File: config.mk
export PLATFORM = sky130hd
export DESIGN_NAME = proxy_header_parser
export DESIGN_NICKNAME = d
export VERILOG_FILES = /design/src/hdl/php_pkg.sv /design/src/hdl/php_step.sv /design/src/hdl/proxy_header_parser.sv
export SDC_FILE = /design/constraint.sdc
export NUM_CORES = 1
export LEC_CHECK = 0
export BUFFER_PORTS_ARGS = -buffer_cell sky130_fd_sc_hd__clkbuf_2
export CORE_AREA = 8 8 175 127
export CTS_CLUSTER_SIZE = 40
export DETAILED_ROUTE_END_ITERATION = 6
export DIE_AREA = 0 0 183 135
export GPL_TIMING_DRIVEN = 1
export MAX_ROUTING_LAYER = met4
export PLACE_DENSITY_LB_ADDON = 0.3
export SYNTH_ARGS = -nofsm -noshare
export SYNTH_HDL_FRONTEND = slang
export SYNTH_HIERARCHICAL = 1
export SYNTH_SLANG_ARGS = --single-unit
File: constraint.sdc
create_clock -name clk_i -period 8.3 [get_ports clk_i]
set_input_delay 2.075 -clock clk_i [delete_from_list [all_inputs] [get_ports clk_i]]
set_output_delay 2.075 -clock clk_i [all_outputs]
set_load 0.01 [all_outputs]
File: src/hdl/php_pkg.sv
`timescale 1ns / 1ps
package php_pkg;

  localparam int unsigned V1_MAX_LINE = 107;
  localparam logic [16:0] MAX_LINE17 = 17'(V1_MAX_LINE);
  localparam logic [16:0] PORT_LIMIT = 17'd65535;

  typedef enum logic [4:0] {
    PH_IDLE, PH_SIG, PH_V1_KW, PH_V1_UNK, PH_V1_TCP, PH_V1_SKIP, PH_V1_SRCA,
    PH_V1_DSTA, PH_V1_SRCP, PH_V1_DSTP, PH_V1_LF, PH_V2_HDR, PH_V2_BODY, PH_DONE
  } phase_e;

  typedef enum logic [1:0] {
    ST_BUSY = 2'd0, ST_PROXIED = 2'd1, ST_SKIPPED = 2'd2, ST_INVALID = 2'd3
  } status_e;

  typedef enum logic [1:0] {
    ROLE_OTHER = 2'd0, ROLE_SRC = 2'd1, ROLE_DST = 2'd2
  } role_e;

  localparam logic [1:0] FAM_NONE = 2'd0;
  localparam logic [1:0] FAM_V4   = 2'd1;
  localparam logic [1:0] FAM_V6   = 2'd2;

  typedef struct packed {
    logic [7:0] data_byte;
    logic       start_flag;
    logic       end_of_data;
  } in_beat_t;

  typedef struct packed {
    logic [7:0]  byte_out;
    logic [1:0]  addr_role;
    logic        addr_binary;
    logic        done_res;
    logic [1:0]  status;
    logic [1:0]  family;
    logic [15:0] source_port;
    logic [15:0] dest_port;
    logic [16:0] header_length;
  } out_beat_t;

  typedef struct packed {
    phase_e      phase;
    logic [16:0] byte_count;
    logic [15:0] body_len;
    logic        v2_ok;
    logic        v1_ok;
    logic        skip;
    logic [1:0]  fam;
    logic [16:0] port_acc;
    logic        port_dig;
    logic        port_bad;
    logic [15:0] source_port;
    logic [15:0] dest_port;
    logic        saw_cr;
  } parse_st_t;

  function automatic logic [7:0] bin_sig(input logic [3:0] i);
    unique case (i)
      4'd0, 4'd2, 4'd5: bin_sig = 8'h0D;
      4'd1, 4'd3, 4'd6, 4'd11: bin_sig = 8'h0A;
      4'd4: bin_sig = 8'h00;
      4'd7: bin_sig = 8'h51;
      4'd8: bin_sig = 8'h55;
      4'd9: bin_sig = 8'h49;
      4'd10: bin_sig = 8'h54;
      default: bin_sig = 8'h00;
    endcase
  endfunction

  function automatic logic [7:0] txt_lead(input logic [2:0] i);
    unique case (i)
      3'd0: txt_lead = "P";
      3'd1: txt_lead = "R";
      3'd2: txt_lead = "O";
      3'd3: txt_lead = "X";
      3'd4: txt_lead = "Y";
      3'd5: txt_lead = " ";
      default: txt_lead = 8'h00;
    endcase
  endfunction

  function automatic logic [7:0] txt_unk(input logic [2:0] i);
    unique case (i)
      3'd0: txt_unk = "U";
      3'd1: txt_unk = "N";
      3'd2: txt_unk = "K";
      3'd3: txt_unk = "N";
      3'd4: txt_unk = "O";
      3'd5: txt_unk = "W";
      3'd6: txt_unk = "N";
      default: txt_unk = 8'h00;
    endcase
  endfunction

  function automatic logic [7:0] txt_tcp(input logic [1:0] i);
    unique case (i)
      2'd0: txt_tcp = "T";
      2'd1: txt_tcp = "C";
      2'd2: txt_tcp = "P";
      default: txt_tcp = 8'h00;
    endcase
  endfunction

endpackage

File: src/hdl/php_step.sv
`timescale 1ns / 1ps
module php_step import php_pkg::*; (
  input  parse_st_t st_i,
  input  in_beat_t  in_i,
  output parse_st_t st_o,
  output out_beat_t res_o
);

  parse_st_t   s;
  parse_st_t   n;
  logic [7:0]  ch;
  logic [16:0] pos;
  logic [16:0] k;
  logic [16:0] acc10;
  logic [1:0]  fin;
  logic [1:0]  role;
  logic        bin;
  logic        text_line;
  logic        achar;
  logic        dig;
  logic        v1n;
  logic        v2n;
  logic [15:0] blen;
  logic [16:0] alen;
  logic [16:0] base;
  logic [3:0]  fam4;

  assign ch = in_i.data_byte;
  assign dig = (ch >= "0") && (ch <= "9");
  assign achar = (ch == ":") || (ch == ".") || dig || (ch >= "a" && ch <= "f")
               || (ch >= "A" && ch <= "F");

  always_comb begin
    s = st_i;
    if (in_i.start_flag || st_i.phase == PH_IDLE) begin
      s = '0;
      s.phase = PH_SIG;
      s.v1_ok = 1'b1;
      s.v2_ok = 1'b1;
    end
    n = s;
    fin = ST_BUSY;
    role = ROLE_OTHER;
    bin = 1'b0;
    pos = s.byte_count;
    k = pos - 17'd6;
    acc10 = '0;
    v1n = s.v1_ok;
    v2n = s.v2_ok;
    blen = '0;
    alen = '0;
    base = '0;
    fam4 = ch[7:4];
    text_line = (s.phase >= PH_V1_KW) && (s.phase <= PH_V1_LF);
    if (s.phase != PH_DONE) begin
      n.byte_count = pos + 17'd1;
    end
    unique case (s.phase)
      PH_SIG: begin
        if (pos >= 17'd12) begin
          fin = ST_INVALID;
        end else begin
          if (s.v2_ok && ch != bin_sig(pos[3:0])) v2n = 1'b0;
          if (s.v1_ok && (pos >= 17'd6 || ch != txt_lead(pos[2:0]))) v1n = 1'b0;
          n.v1_ok = v1n;
          n.v2_ok = v2n;
          if (!v1n && !v2n) fin = ST_INVALID;
          else if (pos == 17'd5 && v1n) n.phase = PH_V1_KW;
          else if (pos == 17'd11 && v2n) n.phase = PH_V2_HDR;
        end
      end
      PH_V1_KW: begin
        if (ch == "U") n.phase = PH_V1_UNK;
        else if (ch == "T") n.phase = PH_V1_TCP;
        else fin = ST_INVALID;
      end
      PH_V1_UNK: begin
        if (k >= 17'd7 || ch != txt_unk(k[2:0])) fin = ST_INVALID;
        else if (k == 17'd6) begin
          n.phase = PH_V1_SKIP;
          n.saw_cr = 1'b0;
        end
      end
      PH_V1_TCP: begin
        if (k < 17'd3) begin
          if (ch != txt_tcp(k[1:0])) fin = ST_INVALID;
        end else if (k == 17'd3) begin
          if (ch == "4") n.fam = FAM_V4;
          else if (ch == "6") n.fam = FAM_V6;
          else fin = ST_INVALID;
        end else if (k == 17'd4 && ch == " ") begin
          n.phase = PH_V1_SRCA;
        end else begin
          fin = ST_INVALID;
        end
      end
      PH_V1_SKIP: begin
        if (s.saw_cr && ch == 8'h0A) fin = ST_SKIPPED;
        n.saw_cr = (ch == 8'h0D);
      end
      PH_V1_SRCA, PH_V1_DSTA: begin
        if (ch == " ") begin
          if (s.phase == PH_V1_SRCA) begin
            n.phase = PH_V1_DSTA;
          end else begin
            n.phase = PH_V1_SRCP;
            n.port_acc = '0;
            n.port_dig = 1'b0;
            n.port_bad = 1'b0;
          end
        end else if (achar) begin
          role = (s.phase == PH_V1_SRCA) ? ROLE_SRC : ROLE_DST;
        end else begin
          fin = ST_INVALID;
        end
      end
      PH_V1_SRCP, PH_V1_DSTP: begin
        if (ch == ((s.phase == PH_V1_SRCP) ? 8'h20 : 8'h0D)) begin
          if (s.port_bad || !s.port_dig) begin
            fin = ST_INVALID;
          end else begin
            if (s.phase == PH_V1_SRCP) begin
              n.source_port = s.port_acc[15:0];
              n.phase = PH_V1_DSTP;
            end else begin
              n.dest_port = s.port_acc[15:0];
              n.phase = PH_V1_LF;
            end
            n.port_acc = '0;
            n.port_dig = 1'b0;
            n.port_bad = 1'b0;
          end
        end else if (dig) begin
          if (!s.port_bad) begin
            // accumulator stays <= 65535 here, so x10 + 9 fits in 20 bits
            acc10 = 17'(({3'b0, s.port_acc} << 3) + ({3'b0, s.port_acc} << 1)
                        + 20'(ch - 8'h30));
            n.port_dig = 1'b1;
            if (s.port_acc > 17'd6553 || acc10 > PORT_LIMIT) begin
              n.port_bad = 1'b1;
              n.port_acc = 17'd65536;
            end else begin
              n.port_acc = acc10;
            end
          end
        end else begin
          n.port_bad = 1'b1;
        end
      end
      PH_V1_LF: fin = (ch == 8'h0A) ? ST_PROXIED : ST_INVALID;
      PH_V2_HDR: begin
        if (pos == 17'd12) begin
          if (ch[7:4] != 4'd2) fin = ST_INVALID;
          else n.skip = (ch[3:0] != 4'd1);
        end else if (pos == 17'd13) begin
          if (ch[3:0] != 4'd1 || (fam4 != 4'd1 && fam4 != 4'd2)) n.skip = 1'b1;
          else if (!s.skip) n.fam = fam4[1:0];
        end else if (pos == 17'd14) begin
          n.body_len = {ch, 8'h00};
        end else begin
          blen = s.body_len | {8'h00, ch};
          n.body_len = blen;
          if (!s.skip) begin
            if (blen < ((s.fam == FAM_V4) ? 16'd12 : 16'd36)) fin = ST_INVALID;
            else n.phase = PH_V2_BODY;
          end else if (blen == 16'd0) begin
            fin = ST_SKIPPED;
          end else begin
            n.phase = PH_V2_BODY;
          end
        end
      end
      PH_V2_BODY: begin
        k = pos - 17'd16;
        alen = (s.fam == FAM_V4) ? 17'd4 : 17'd16;
        base = alen << 1;
        if (!s.skip) begin
          if (k < alen) begin
            role = ROLE_SRC;
            bin = 1'b1;
          end else if (k < base) begin
            role = ROLE_DST;
            bin = 1'b1;
          end else if (k == base || k == base + 17'd1) begin
            n.source_port = {s.source_port[7:0], ch};
          end else if (k == base + 17'd2 || k == base + 17'd3) begin
            n.dest_port = {s.dest_port[7:0], ch};
          end
        end
        if (k + 17'd1 >= {1'b0, s.body_len}) fin = s.skip ? ST_SKIPPED : ST_PROXIED;
      end
      PH_DONE: ;
      default: fin = ST_INVALID;
    endcase

    if (s.phase != PH_DONE) begin
      if (fin == ST_BUSY && text_line && n.byte_count >= MAX_LINE17) fin = ST_INVALID;
      if (fin == ST_BUSY && in_i.end_of_data) fin = ST_INVALID;
      if (fin != ST_BUSY) n.phase = PH_DONE;
    end

    res_o = '0;
    res_o.byte_out = ch;
    if (s.phase != PH_DONE) begin
      res_o.addr_role = role;
      res_o.addr_binary = bin;
      if (fin != ST_BUSY) begin
        res_o.done_res = 1'b1;
        res_o.status = fin;
        res_o.header_length = n.byte_count;
        if (fin == ST_PROXIED) begin
          res_o.family = n.fam;
          res_o.source_port = n.source_port;
          res_o.dest_port = n.dest_port;
        end
      end
    end
    st_o = n;
  end

endmodule

File: src/hdl/proxy_header_parser.sv
`timescale 1ns / 1ps
// Each accepted input beat is parsed combinationally and its result beat is registered, valid in the next cycle.
// Throughput: one beat per cycle; the result register hands off while the next byte
// is parsed, so a stall on the output only holds the input when the register is full.
// Reset: rst_ni is asynchronous active low; parser returns to idle, output empty,
// and the first byte after reset opens a header even without start_flag.
module proxy_header_parser import php_pkg::*; (
  input  logic      clk_i,
  input  logic      rst_ni,
  input  logic      in_valid_i,
  output logic      in_stall_o,
  input  in_beat_t  in_data_i,
  output logic      out_valid_o,
  input  logic      out_stall_i,
  output out_beat_t out_data_o
);

  parse_st_t st_q, st_d;
  out_beat_t res_d, res_q;
  logic      vld_q;
  logic      take;

  // Stall the input only when the result register is full and the sink is stalling.
  assign in_stall_o = vld_q && out_stall_i;
  assign take = in_valid_i && !in_stall_o;

  php_step u_step (
    .st_i  (st_q),
    .in_i  (in_data_i),
    .st_o  (st_d),
    .res_o (res_d)
  );

  // Parser state: advance on every accepted beat, hold otherwise.
  always_ff @(posedge clk_i or negedge rst_ni) begin
    if (!rst_ni) begin
      st_q <= '0;
      st_q.phase <= PH_IDLE;
    end else if (take) begin
      st_q <= st_d;
    end
  end

  // Result register: fills on an accepted beat, drains when the sink takes it.
  always_ff @(posedge clk_i or negedge rst_ni) begin
    if (!rst_ni) begin
      vld_q <= 1'b0;
    end else if (take) begin
      vld_q <= 1'b1;
    end else if (!out_stall_i) begin
      vld_q <= 1'b0;
    end
  end

  always_ff @(posedge clk_i) begin
    if (take) begin
      res_q <= res_d;
    end
  end

  assign out_valid_o = vld_q;
  assign out_data_o  = res_q;

`ifndef NO_ASSERTIONS
  a_done_status: assert property (@(posedge clk_i) disable iff (!rst_ni)
    out_valid_o |-> (out_data_o.done_res == (out_data_o.status != ST_BUSY)))
    else $error("done flag and status disagree");
  a_done_phase: assert property (@(posedge clk_i) disable iff (!rst_ni)
    (take && res_d.done_res) |=> (st_q.phase == PH_DONE))
    else $error("parser not closed after deciding beat");
  a_ports_zero: assert property (@(posedge clk_i) disable iff (!rst_ni)
    (out_valid_o && out_data_o.status != ST_PROXIED) |->
      (out_data_o.source_port == 16'd0 && out_data_o.dest_port == 16'd0))
    else $error("ports reported without proxied status");
`endif

endmodule

* After elaboration in Yosys (flattened, before gate mapping)
Memories as Yosys holds them, arrays and structs flattened.
Index checks and enable logic that the tools add are counted.
** Word-level totals
- Memories kept :: 1
- Bits in read-only memories :: 96
- Register bits :: 161
- RAM bits :: 0
- Input port bits :: 14
- Logic and storage cells :: 296
- Output and inout bits :: 67
- Latch bits :: 0
** Cells by class
- Reduce and logical (&&, ||, !) cells :: 48
- Equality and inequality tests :: 59
- Add/subtract/negate cells :: 10
- $lt $le $gt $ge :: 19
- Muxes and demuxes :: 133
- Div/mod/pow operators :: 0
- Shifts and indexed selects :: 0
- Multiply operators :: 0
- Bitwise operators :: 3
** Memory list
- (name not given) :: words 16, bits a word 6, read ports 1, clocked after Yosys merged registers in 0, wr ports 0, RTL line php_pkg.sv:60 : unique case (i)
** Operators with widths (count)
- $mux W16 :: 9
- $mux W32 :: 4
- $mux W5 :: 23
- $mux W95 :: 1
- $mux W2 :: 47
- $mux W19 :: 4
- $eq A17 B17 Y1 :: 4
- $eq A17 B4 Y1 const B :: 4
- $pmux W32 S2 :: 1
- $mux W8 :: 7
- $mux W54 :: 1
- $add A17 B1 Y17 const B :: 3
- $eq A17 B3 Y1 const B :: 3
- $mux W51 :: 1
- $pmux W7 S6 :: 1
- $eq A8 B6 Y1 const B :: 5
- $pmux W19 S2 :: 1
- $pmux W5 S7 :: 1
- $pmux W7 S5 :: 1
- $add A17 B17 Y17 :: 2
- $add A17 B2 Y17 const B :: 2
- $ge A17 B3 Y1 const B :: 2
- $lt A17 B17 Y1 :: 2
- $mux W17 :: 2
- other kinds (58) :: 141

* Longest topological paths before layout
- Word-level depth :: 31
- Gate-level depth with buffers :: 24
- Depth with buffers taken out :: 19

* Cells and area by module
The synthesis kept the hierarchy.
** Modules (own cells, without submodules)
- php_step :: cells an instance 1158, instances 1, seq. area each 0.0 um^2, area an instance 7312.0 um^2
- proxy_header_parser :: cells an instance 269, instances 1, seq. area each 4354.2 um^2, area an instance 5536.6 um^2

* Worst setup path after synthesis
OpenSTA, ideal clock, no wires.
- Kind :: input -> register
- Start point :: input in_data_i[1] (netlist bit)
- End point :: register st_q[93] (netlist bit)
- Cell stages on the path :: 21
- Buffers on the path :: 8
- Data arrival time :: 7.185 ns
- Setup slack :: 0.987 ns
- Library setup time :: 0.127 ns
- Required time :: 8.173 ns
- Cells stage by stage :: clkbuf_1 -> a31oi_1 -> clkbuf_1 -> clkbuf_1 -> clkbuf_1 -> clkbuf_1 -> clkbuf_1 -> clkbuf_1 -> nand2_1 -> ha_1 -> a21o_1 -> a21o_1 -> a21o_1 -> a21o_1 -> a221o_1 -> a311oi_2 -> or3b_1 -> a2111oi_4 -> buf_4 -> o2111ai_1 -> mux2_1
** RTL lines
- start, declared :: RTL line proxy_header_parser.sv:12 : input in_beat_t in_data_i,
- end signal, assigned :: RTL line proxy_header_parser.sv:40 : st_q <= st_d;
- end, declared :: RTL line proxy_header_parser.sv:18 : parse_st_t st_q, st_d;

* Final worst setup path
- Start point :: input in_data_i[1] (netlist bit)
- End point :: register res_q (netlist bit out_data_o[16]) (data pin)
** On the way
- Cells in the longest elaborated chain, start to end :: 29
- Elaborated cells on any way between the ends :: 124
- Those cells by class :: add/sub (4); order compare (9); eq/ne (38); mux (44); bitwise (1); reduce/logical (27); memory (1)
** RTL lines
- $logic_or A1 B1 Y1 * :: RTL line php_step.sv:35 : if (in_i.start_flag || st_i.phase == PH_IDLE) begin
- $mux W95 * :: RTL line php_step.sv:35
- branches (longest 27 deep; another with $sub A17 B5 Y17)
- end signal, assigned :: RTL line proxy_header_parser.sv:57 : res_q <= res_d;
- end, declared :: RTL line proxy_header_parser.sv:19 : out_beat_t res_d, res_q;
Every way passes the cells marked *. The select of a mux whose other input is x is not followed.
A chain may end at the register's enable or synchronous reset.

==> results.yml <==
cts:
  clock_latency_ps: 440
  cts_made_buffers: 17
  postCtsSetupRepairBufs: 0
  cts_max_level: 4
  cts.clk_slew.worst_paths_ps: 70
  cts_sinks: 161
  cts_tree: "built"
  cts_root_buf: "clkbuf_16"
  cts-resized-gates: 0
  hold_buffers: 0
  cts_max_path_buffers: 2
floorplanning:
  core_mm2: 0.01948
  start_util_pct: 65.97
  rows: 43
  dieArea_mm2: 0.02471
  die_h_um: 135
  ios: 81
  die_x_um: 183
synthesis:
  yosys.cell_types.count: 82
  synthCells: 1427
  synthArstFlopShare_pct: 59.63
  synth_top_area_share_pct: 18.70
  post-synth-top-count-cell: "nand2_1"
  synthTopCellsByCount: "155 x nand2_1, 96 x dfrtp_1, 94 x nor2_1"
  syn_area_mm2: 0.01285
  seq_area_frac_synth_pct: 33.89
  synth-main-ff-cell: "dfrtp_1"
  synth_edf_count: 65
  syn-num-nets: 1509
  syn_avg_cell_area_um2: 9.004
  synth-seq-cells: 161
  ys_top_cells_by_area: "dfrtp_1 19%, edfxtp_1 15%, ha_1 5.3%, mux2_2 5.1%, nand2_1 4.5%"
  synth_top_area_cell: "dfrtp_1"
  yosysWarningCount: 6
place:
  dp_hpwl_um: 28950
  routabilityCongestion: 1.007
  numPlacedInstances: 1691
  port-buffer-count: 80
  placed_area_mm2: 0.01331
power:
  ir_drop_mv: 0.1027
  switching_share_pct: 33.85
  p_int_mw: 1.423
  combinationalPowerShare_pct: 21.8
  power_density_mw_per_mm2: 154.9
  seq_power_share_pct: 42.2
  p_switching_mw: 0.7278
  p_leak_nw: 5.872
  clkPwrFrac_pct: 36.0
sta:
  rsz0062_at_grt: "false"
  fin_crit_ps: 7352
  setup_viol: 0
  fin_tns_setup_ps: 0
  maxSlewHeadroom_pct: 19.32
  timing.final.crit_share_pct: 88.58
  maxSlewViolCount: 0
  fmax_ghz: 0.1360
  tightest_slew_ps: 1180
  fin_skew_ps: 12.18
  hold_violations: 0
worst_setup_path:
  startpoint: "in_data_i[1]"
  timing.rr.start: "st_q[91]$_DFFE_PN0P_"
  crit_arrival_ps: 7510
  critPathCaptureType: "flop"
  path_max_fanout: 17
  worstPathRequired_ps: 8460
  cp-start-kind: "input pin"
  critPathKind: "in -> reg"
routing:
  routed-wl-met2_um: 16060
  drt-pass1-iter-count: 6
  wire_per_inst_um: 23.58
  met3WireLength_um: 6329
  ant_nets: 0
  remaining_drc_errors: 0
  drt_iter0_drc: 2143
  met1_length_um: 17510
  via_per_inst: 7.009
  highest_layer: "met4"
  num_vias: 12080
  wirelength_um: 40630
cells_and_area:
  stdcell_area_mm2: 0.01389
  final_nets: 1522
  area_growth_pct: 8.083
  nFillCells: 1518
  final_cells: 1723
  drive_above_1_share_pct: 15.07
  multi_input_area_mm2: 0.007891
  seq_area_mm2: 0.004354
  num_antenna_cells: 0
min_path:
  hold_path.class: "reg -> reg"
  holdCritStartpoint: "st_q[27]$_DFFE_PN0P_"
grt:
  overflow: 0
  grt_max_degree: 161
  grt_pass1_vias: 10940
  antenna_found_initial: 0
  grt_use_total_pct: 33.17
  grt_pass1_wl_um: 62690
run:
  drv_cap: 0
outcome:
  status: "complete, no violations"
state kept, by name, indices dropped and copies added, names as in the netlist:
| register | count |
|---|---|
| st_q | 95 |
| out_data_o | 65 |
| out_valid_o | 1 |
power groups by stage:
| stage | Clock (mW) | Combinational, mW | Sequential (mW) |
|---|---|---|---|
| after CTS | 0.779 | 0.451 | 0.903 |
| after floorplan | 0 | 0.325 | 0.902 |
| final | 0.775 | 0.469 | 0.907 |
| after detailed placement | 0 | 0.445 | 0.920 |
| after global routing | 0.811 | 0.497 | 0.910 |
| after global placement | 0 | 0.441 | 0.918 |
cell type report:
type                    count  share of cell area, %
well taps                 270                  2.433
inverters                  36                 0.9731
repair buffers            104                  4.289
clock buffers              18                  3.090
multi-input cells        1120                  56.82
flip-flops and latches    161                  31.35
clock inverters            14                  1.036
cell families (layout without fill, tap and decap cells):
group	count (synthesis)	in the layout	synth area share, %
simple gates	527	527	20.79
compound gates	352	352	19.07
flops	161	161	33.89
buf+inv	146	172	4.986
mux	116	116	9.981
fa+ha+maj	68	68	7.440
xor+xnor	56	56	3.817
other cells	1	1	0.02919
routing by layer:
layer	up-vias	global-route usage, %
met3	79	11.46
met5	-	-
met2	902	44.03
li1	5321	-
met4	0	7.703
met1	5775	47.40
metrics by stage:
stage	worst slack, ps	utilization, %	hold WS, ps	total power [mW]
finish	947.9	71.30	510.6	2.150
global route	709.4	71.30	528.3	2.218
CTS	1123	71.30	514.4	2.133
detailed placement	723.2	68.36	495.8	1.365
global placement	833.4	68.36	489.3	1.359
floorplan	987.3	-	452.4	1.226
final timing paths:
path                                            end  slack, ps  depth (start not counted)
max in group asynchronous      st_q[94]$_DFFE_PN0P_       5460                          2
hold / removal                 st_q[27]$_DFFE_PN0P_        510                          1
hold reg to reg                st_q[27]$_DFFE_PN0P_        510                          1
setup / recovery           out_data_o[16]$_DFFE_PP_        950                         20
setup reg to reg           out_data_o[16]$_DFFE_PP_       1560                         18
min in group asynchronous      st_q[62]$_DFFE_PN0P_       1630                          1
critical path, stage by stage:
cell	delay [ps]
clkbuf_2	110
clkinv_1	200
o211ai_2	260
inv_1	320
ha_1	580
nand3_1	390
nand2_1	190
xor2_1	170
nand2_1	80
ha_1	310
a21o_1	160
a21o_1	160
a21o_1	160
a21o_1	170
a221o_1	330
a311oi_2	460
or3b_1	460
a2111oi_4	530
buf_4	300
nor3_1	80
cell usage in the layout, fill, tap and decap left out, drive strengths merged, types with 40 or more instances in the layout:
| cell | Yosys | layout |
|---|---|---|
| a21oi | 71 | 71 |
| clkbuf | 82 | 97 |
| dfrtp | 96 | 96 |
| edfxtp | 65 | 65 |
| ha | 54 | 54 |
| inv | 34 | 40 |
| mux2 | 97 | 97 |
| nand2 | 155 | 155 |
| nor2 | 94 | 94 |
| nor3 | 45 | 45 |
| o21ai | 54 | 54 |
| xnor2 | 42 | 42 |
Power figures use the tool's default switching activity.
